==> config.mk <==
export PLATFORM = sky130hd
export DESIGN_NAME = sei_nal_builder
export DESIGN_NICKNAME = d
export VERILOG_FILES = /design/src/design/sna_pkg.sv /design/src/design/sna_front.sv /design/src/design/sna_queue.sv /design/src/design/sna_back.sv /design/src/design/sei_nal_builder.sv
export SDC_FILE = /design/constraint.sdc
export NUM_CORES = 1
export LEC_CHECK = 0
export BUFFER_PORTS_ARGS = -buffer_cell sky130_fd_sc_hd__buf_2
export CAP_MARGIN = 20
export CORE_MARGIN = 1.5
export CORE_UTILIZATION = 64
export DETAILED_ROUTE_END_ITERATION = 10
export GPL_TIMING_DRIVEN = 0
export PLACE_DENSITY = 0.84
export REMOVE_ABC_BUFFERS = 1
export SLEW_MARGIN = 25
export SYNTH_ARGS = -nofsm -noshare
export SYNTH_HDL_FRONTEND = slang
export SYNTH_SLANG_ARGS = --single-unit
==> constraint.sdc <==
create_clock -name clk -period 20.2 [get_ports clk]
set_input_delay 3.03 -clock clk [delete_from_list [all_inputs] [get_ports clk]]
set_output_delay 3.03 -clock clk [all_outputs]
set_load 0.1 [all_outputs]
==> src/design/sna_pkg.sv <==
// ----------------------------------------------------------------------------
// SEI NAL builder package
// Shared types, constants and byte tables for the SEI NAL unit builder.
// ----------------------------------------------------------------------------
package sna_pkg;

	localparam int unsigned HdrBytes   = 5;
	localparam int unsigned RbspBytes  = 35;
	localparam int unsigned DataBytes  = 16;
	localparam int unsigned UnitBytes  = HdrBytes + RbspBytes;
	localparam int unsigned IdxW       = $clog2(UnitBytes);
	localparam int unsigned DataW      = 8 * DataBytes;
	localparam int unsigned DataFirst  = 18;
	localparam int unsigned TrailPos   = 34;

	localparam logic [7:0] EscByte     = 8'h03;
	localparam logic [7:0] TrailByte   = 8'h80;
	localparam logic [7:0] NalTypeSei  = 8'h06;
	localparam logic [7:0] PayloadType = 8'd5;
	localparam logic [7:0] PayloadSize = 8'd32;

	typedef struct packed {
		logic [DataW-1:0]     data;
		logic [DataBytes-1:0] zero_mask;
		logic [DataBytes-1:0] small_mask;
	} stamp_t;

	typedef struct packed {
		logic empty;
		logic full;
	} q_status_t;

	function automatic logic [7:0] header_byte(input logic [2:0] idx);
		logic [7:0] b;
		case (idx)
			3'd3:    b = 8'h01;
			3'd4:    b = NalTypeSei;
			default: b = 8'h00;
		endcase
		return b;
	endfunction

	function automatic logic [7:0] uuid_byte(input logic [3:0] idx);
		logic [7:0] b;
		case (idx)
			4'd0:    b = 8'h2D;
			4'd1:    b = 8'h4F;
			4'd2:    b = 8'h31;
			4'd3:    b = 8'h8A;
			4'd4:    b = 8'hB6;
			4'd5:    b = 8'h34;
			4'd6:    b = 8'h4F;
			4'd7:    b = 8'h72;
			4'd8:    b = 8'h9A;
			4'd9:    b = 8'h42;
			4'd10:   b = 8'h52;
			4'd11:   b = 8'h53;
			4'd12:   b = 8'h54;
			4'd13:   b = 8'h53;
			4'd14:   b = 8'h00;
			default: b = 8'h01;
		endcase
		return b;
	endfunction

endpackage

==> src/design/sna_front.sv <==
// ----------------------------------------------------------------------------
// SEI NAL builder front stage
// Accepts stamp requests, packs the fields big-endian and marks the data
// bytes that are zero or small enough to need escaping after a zero run.
// ----------------------------------------------------------------------------
module sna_front (
	input  logic               clk,
	input  logic               arst_n,
	input  logic               in_valid,
	output logic               in_stall,
	input  logic [63:0]        camera_time_us,
	input  logic [31:0]        frame_sequence,
	input  logic [31:0]        time_domain,
	input  sna_pkg::q_status_t q_status,
	output logic               push,
	output sna_pkg::stamp_t    push_data
);
	import sna_pkg::*;

	logic             valid_s1;
	stamp_t           stamp_s1;
	logic [DataW-1:0] packed_data;
	stamp_t           stamp_next;
	logic             accept;

	assign packed_data = {camera_time_us, frame_sequence, time_domain};

	always_comb begin
		stamp_next.data = packed_data;
		for (int k = 0; k < DataBytes; k++) begin
			stamp_next.zero_mask[k]  = (packed_data[DataW-1-8*k -: 8] == 8'h00);
			stamp_next.small_mask[k] = (packed_data[DataW-1-8*k -: 6] == 6'd0);
		end
	end

	assign in_stall  = valid_s1 && q_status.full;
	assign accept    = in_valid && !in_stall;
	assign push      = valid_s1 && !q_status.full;
	assign push_data = stamp_s1;

	always_ff @(posedge clk or negedge arst_n) begin
		if (!arst_n) begin
			valid_s1 <= 1'b0;
		end else if (!in_stall) begin
			valid_s1 <= in_valid;
		end
	end

	always_ff @(posedge clk) begin
		if (accept) begin
			stamp_s1 <= stamp_next;
		end
	end

endmodule

==> src/design/sna_queue.sv <==
// ----------------------------------------------------------------------------
// SEI NAL builder request queue
// Two-entry queue that decouples the front stage from the byte serializer.
// ----------------------------------------------------------------------------
module sna_queue (
	input  logic               clk,
	input  logic               arst_n,
	input  logic               push,
	input  sna_pkg::stamp_t    push_data,
	input  logic               pop,
	output sna_pkg::stamp_t    head,
	output sna_pkg::q_status_t status
);
	import sna_pkg::*;

	stamp_t     mem_q [2];
	logic       wr_ptr_q;
	logic       rd_ptr_q;
	logic [1:0] count_q;
	logic       do_push;
	logic       do_pop;

	assign status.empty = (count_q == 2'd0);
	assign status.full  = (count_q == 2'd2);
	assign do_push      = push && !status.full;
	assign do_pop       = pop && !status.empty;
	assign head         = mem_q[rd_ptr_q];

	always_ff @(posedge clk or negedge arst_n) begin
		if (!arst_n) begin
			wr_ptr_q <= 1'b0;
			rd_ptr_q <= 1'b0;
			count_q  <= 2'd0;
		end else begin
			if (do_push) begin
				wr_ptr_q <= !wr_ptr_q;
			end
			if (do_pop) begin
				rd_ptr_q <= !rd_ptr_q;
			end
			case ({do_push, do_pop})
				2'b10:   count_q <= count_q + 2'd1;
				2'b01:   count_q <= count_q - 2'd1;
				default: count_q <= count_q;
			endcase
		end
	end

	always_ff @(posedge clk) begin
		if (do_push) begin
			mem_q[wr_ptr_q] <= push_data;
		end
	end

endmodule

==> src/design/sna_back.sv <==
// ----------------------------------------------------------------------------
// SEI NAL builder byte serializer
// Walks each unit one byte a cycle unless stalled, inserts emulation
// prevention bytes and holds each byte in an output register until taken.
// ----------------------------------------------------------------------------
module sna_back (
	input  logic               clk,
	input  logic               arst_n,
	input  sna_pkg::stamp_t    head,
	input  sna_pkg::q_status_t q_status,
	output logic               pop,
	output logic               out_valid,
	input  logic               out_stall,
	output logic [7:0]         nal_byte,
	output logic               last_byte
);
	import sna_pkg::*;

	logic [IdxW-1:0] idx_q;
	logic [1:0]      zeros_q;
	logic            out_valid_q;
	logic [7:0]      nal_byte_q;
	logic            last_q;

	logic [IdxW-1:0] rpos;
	logic [IdxW-1:0] dpos;
	logic [3:0]      dsel;
	logic [7:0]      cur_byte;
	logic            cur_zero;
	logic            cur_small;
	logic            is_hdr;
	logic            esc;
	logic            load;
	logic            end_byte;

	assign is_hdr = (idx_q < IdxW'(HdrBytes));
	assign rpos   = idx_q - IdxW'(HdrBytes);
	assign dpos   = rpos - IdxW'(DataFirst);
	assign dsel   = dpos[3:0];

	always_comb begin
		cur_byte  = header_byte(idx_q[2:0]);
		cur_zero  = (cur_byte == 8'h00);
		cur_small = (cur_byte[7:2] == 6'd0);
		if (!is_hdr) begin
			if (rpos == 0) begin
				cur_byte = PayloadType;
			end else if (rpos == 1) begin
				cur_byte = PayloadSize;
			end else if (rpos < IdxW'(DataFirst)) begin
				cur_byte = uuid_byte(4'(rpos - IdxW'(2)));
			end else if (rpos < IdxW'(TrailPos)) begin
				cur_byte = head.data[DataW-1-8*dsel -: 8];
			end else begin
				cur_byte = TrailByte;
			end
			if (rpos >= IdxW'(DataFirst) && rpos < IdxW'(TrailPos)) begin
				cur_zero  = head.zero_mask[dsel];
				cur_small = head.small_mask[dsel];
			end else begin
				cur_zero  = (cur_byte == 8'h00);
				cur_small = (cur_byte[7:2] == 6'd0);
			end
		end
	end

	assign esc      = !is_hdr && (zeros_q == 2'd2) && cur_small;
	assign load     = !q_status.empty && (!out_valid_q || !out_stall);
	assign end_byte = (idx_q == IdxW'(UnitBytes - 1)) && !esc;
	assign pop      = load && end_byte;

	assign out_valid = out_valid_q;
	assign nal_byte  = nal_byte_q;
	assign last_byte = last_q;

	always_ff @(posedge clk or negedge arst_n) begin
		if (!arst_n) begin
			idx_q       <= '0;
			zeros_q     <= 2'd0;
			out_valid_q <= 1'b0;
		end else begin
			if (load) begin
				out_valid_q <= 1'b1;
			end else if (!out_stall) begin
				out_valid_q <= 1'b0;
			end
			if (load) begin
				if (esc) begin
					zeros_q <= 2'd0;
				end else if (end_byte) begin
					idx_q   <= '0;
					zeros_q <= 2'd0;
				end else begin
					idx_q <= idx_q + IdxW'(1);
					if (is_hdr || !cur_zero) begin
						zeros_q <= 2'd0;
					end else if (zeros_q != 2'd2) begin
						zeros_q <= zeros_q + 2'd1;
					end
				end
			end
		end
	end

	always_ff @(posedge clk) begin
		if (load) begin
			nal_byte_q <= esc ? EscByte : cur_byte;
			last_q     <= end_byte;
		end
	end

endmodule

==> src/design/sei_nal_builder.sv <==
// ----------------------------------------------------------------------------
// SEI NAL builder top level
// Turns each stamp request into an H.264 SEI user data NAL unit, one byte per
// cycle while out_stall is low, with emulation prevention on the escaped part.
//
//   channel  direction  handshake             payload
//   in       request    in_valid / in_stall   camera_time_us, frame_sequence,
//                                             time_domain
//   out      byte       out_valid / out_stall nal_byte, last_byte
//
// A unit is 40 to 47 bytes long, written by the byte serializer one byte per
// cycle while out_stall is low.
// The request being sent stays at the head of the two-entry queue, one more
// request can wait behind it and a third in the front stage, so requests are
// stalled only when all three places are taken.
// Reset clears all control state; no clearing pass is needed.
// ----------------------------------------------------------------------------
module sei_nal_builder (
	input  logic        clk,
	input  logic        arst_n,
	input  logic        in_valid,
	output logic        in_stall,
	input  logic [63:0] camera_time_us,
	input  logic [31:0] frame_sequence,
	input  logic [31:0] time_domain,
	output logic        out_valid,
	input  logic        out_stall,
	output logic [7:0]  nal_byte,
	output logic        last_byte
);
	import sna_pkg::*;

	q_status_t q_status;
	stamp_t    push_data;
	stamp_t    head;
	logic      push;
	logic      pop;

	sna_front u_front (
		.clk            (clk),
		.arst_n         (arst_n),
		.in_valid       (in_valid),
		.in_stall       (in_stall),
		.camera_time_us (camera_time_us),
		.frame_sequence (frame_sequence),
		.time_domain    (time_domain),
		.q_status       (q_status),
		.push           (push),
		.push_data      (push_data)
	);

	sna_queue u_queue (
		.clk       (clk),
		.arst_n    (arst_n),
		.push      (push),
		.push_data (push_data),
		.pop       (pop),
		.head      (head),
		.status    (q_status)
	);

	sna_back u_back (
		.clk       (clk),
		.arst_n    (arst_n),
		.head      (head),
		.q_status  (q_status),
		.pop       (pop),
		.out_valid (out_valid),
		.out_stall (out_stall),
		.nal_byte  (nal_byte),
		.last_byte (last_byte)
	);

endmodule

==> results.py <==
metrics = {
    "clock_tree": {
        "cts_buffers": 47,
        "root_buffer": "clkbuf_16",
        "cts_resized": 0,
        "clkTransAtPathRegs_ns": 0.07,
        "cts_sinks": 503,
        "cts_setup_buffers": 0,
        "cts_buffer_depth": 3,
        "clk_latency_ns": 0.55,
        "hold_buffers": 0,
        "cts_max_level": 2,
        "cts_tree": "yes",
    },
    "final_layout": {
        "syn2layout_area_growth_pct": 16.29,
        "drive_gt1_frac": 0.2933,
        "multi_input_area_um2": 3950,
        "seq_area_um2": 15040,
        "fillers": 1538,
        "finalNetCount": 1233,
        "diodes": 0,
    },
    "drt": {
        "first_pass_iters": 5,
        "num_vias": 9855,
        "wl_per_cell_um": 27.02,
        "drc": 0,
        "viasPerCell": 6.505,
        "drtIter0Drc": 1266,
        "routed_wl_mm": 40.93,
        "drt.antenna.violating_nets": 0,
    },
    "sta": {
        "worstMarginPinSlew_ns": 0.9931,
        "rsz0062_at_grt": "no",
        "final-setup-viol-count": 0,
        "hold_viol": 0,
        "post-route-min-period_ns": 6.691,
        "min_period_over_period": 0.3312,
        "fmax_mhz": 149.5,
        "skew_ns": 0.01914,
        "slew_headroom": 0.3318,
        "slew_violations": 0,
        "setup_tns_ns": 0,
        "setup_ws_ns": 13.51,
    },
    "job": {
        "maxCapViolCount": 0,
    },
    "critical_path": {
        "worst-setup-path-type": "register to register",
        "path_cells": "buf_12, clkinv_1, ha_4, buf_16, inv_1, ha_2, mux4_2, or2_0, o2111a_1, a311o_1, o41ai_2, a211oi_1, ha_1, nor2_1, xor2_1",
        "slowest_delay_ns": 1.02,
        "startpoint_type": "register",
        "critPathTopFamily": "adder cells",
        "crit_path_end_kind": "register",
        "path_buf_inv": 4,
        "r2r-start": "u_back.idx_q[0]",
        "slowest_stage": "ha_2",
        "rr_endpoint": "u_queue.count_q[1]",
        "critPathMaxFanout": 46,
        "r2r_slack_ns": 13.51,
        "crit_required_ns": 20.67,
        "cp.arrival_ns": 7.16,
        "reg2reg_depth": 15,
    },
    "yosys": {
        "syn-mean-instance-area_um2": 20.97,
        "synth.distinct_cells": 64,
        "synth_common_cells": "edfxtp_1, mux4_2, nand2_1",
        "syn_area_um2": 19100,
        "synth_top_cell_area_share": 0.7686,
        "synth_edf_count": 489,
        "ys_ff_latch": 503,
        "synthFlopType": "edfxtp_1",
        "yosys_warnings": 0,
        "synth_most_common_cell": "edfxtp_1",
        "ys_seq_area_frac": 0.7870,
        "synth_area_leaders": "edfxtp_1, mux4_2, dfrtp_1",
        "synth_cells": 911,
        "synth_top_area_cell": "edfxtp_1",
        "async_flop_share": 0.02783,
    },
    "power": {
        "switching_share": 0.3597,
        "power_density_nw_per_um2": 188.0,
        "switchingPower_mw": 1.502,
        "p_leak_nw": 7.567,
        "intPower_mw": 2.674,
        "p_clk_frac": 0.211,
        "comb_power_share": 0.394,
        "pwr-share-seq": 0.396,
        "peakVddDrop_mv": 0.1293,
    },
    "global_routing": {
        "grt_pass1_wl_mm": 61.80,
        "grt.overflow.total": 0,
        "track_usage": 0.2750,
        "grt_antenna_before_repair": 0,
        "grt_pass1_vias": 10070,
        "grt_max_degree": 53,
    },
    "floorplanning": {
        "die_area_um2": 30900,
        "coreArea_um2": 29480,
        "initial_core_util": 0.6480,
        "die_w_um": 175.8,
        "chipHeight_um": 175.8,
        "rows": 63,
        "ioPinCount": 143,
    },
    "worst_hold_path": {
        "hold_start": "u_front.push_data[46]",
        "holdCritPathClass": "register to register",
        "min_delay_path_depth": 0,
        "worstHoldEndpoint": "u_queue.mem_q[1][46]",
    },
    "place": {
        "io_buffers": 142,
        "gp_congestion": 0.8570,
        "dp_hpwl_mm": 25.09,
        "pre_cts_slack_ns": 13.65,
    },
    "outcome": {
        "status": "finished, final reports clean",
    },
}
-- stage by stage --
| step | instances | util | instance area, um2 | hold WS (ns) | power (mW) |
|---|---|---|---|---|---|
| after floorplan | 877 | - | 18960 | 0.4215 | 2.729 |
| after global placement | 1409 | 0.6839 | 20160 | 0.4221 | 3.204 |
| after detailed placement | 1429 | 0.7016 | 20680 | 0.4298 | 3.251 |
| after CTS | 1515 | 0.7532 | 22210 | 0.4411 | 4.166 |
| after global routing | 1515 | 0.7536 | 22220 | 0.4463 | 4.326 |
| final | 1515 | 0.7536 | 22220 | 0.4401 | 4.176 |
-- layout make-up --
class / count / area share
timing repair buffer: 162 / 0.05294
tap: 390 / 0.02196
clock inverter: 29 / 0.01391
sequential: 503 / 0.6771
inverter: 10 / 0.001690
clock buffer: 57 / 0.05463
multi-input combinational: 364 / 0.1778
-- flip-flops by register name, indices dropped and copies added (netlist names) --
name and cells:
u_queue.mem_q 320, u_front.push_data 160, u_back.nal_byte 8, u_back.idx_q 6
u_back.zeros_q 2, u_queue.count_q 2, u_back.last_byte 1, u_back.out_valid 1
u_front.valid_s1 1, u_queue.rd_ptr_q 1, u_queue.wr_ptr_q 1
-- layout by cell type (no fill, tap or decap), types with 5 or more instances in the layout --
cell type,instances
nand2_1,37
mux4_2,91
dfrtp_1,12
nor2b_1,6
clkinv_2,6
mux2i_1,11
nand3_1,7
clkinv_1,13
o21ai_0,9
edfxtp_1,489
a21oi_1,9
or4_1,16
and2_1,8
buf_16,10
nand4_1,8
ha_1,11
buf_12,8
nor4_1,7
nor3b_1,17
buf_2,142
clkbuf_1,10
nor2_1,21
clkbuf_16,47
bufinv_16,6
xor2_1,5
xnor2_1,5
inv_1,9
nor3_1,20
o211ai_1,5
-- how the worst max path moves through the flow --
stage,endpoint,from,depth (start not counted)
after floorplan,u_queue.mem_q[0][0],u_queue.count_q[0],3
after global placement,u_queue.count_q[1],u_back.idx_q[0],13
after detailed placement,u_queue.count_q[1],u_back.idx_q[0],15
after CTS,u_queue.count_q[1],u_back.idx_q[0],15
after global routing,u_queue.count_q[1],u_back.idx_q[0],15
final,u_queue.count_q[1],u_back.idx_q[0],15
-- cell families after synthesis --
kind of cell	count (synthesis)	synth area share
DFF	503	0.7870
buffers and inverters	44	0.009430
xor gates and xnor gates	12	0.005894
and+or+nand+nor	169	0.04886
AOI/OAI and AO/OA	65	0.02554
muxes	105	0.1148
adders and majority gates	13	0.008514
-- metal layers --
layer / up-vias / global-route usage / share of wire
met5: - / 0 / 0
met4: 0 / 0.07621 / 0.023
met3: 72 / 0.03896 / 0.080
li1: 4157 / - / -
met1: 5049 / 0.3891 / 0.38
met2: 577 / 0.4583 / 0.51
-- power groups by stage --
stage | clock [mW] | sequential (mW) | combinational (mW)
after detailed placement | 0 | 1.66 | 1.59
after global routing | 0.928 | 1.68 | 1.72
after CTS | 0.889 | 1.65 | 1.62
after global placement | 0 | 1.77 | 1.43
final | 0.880 | 1.65 | 1.64
after floorplan | 0 | 1.77 | 0.964
No activity file was read; power rests on OpenSTA's default activity.
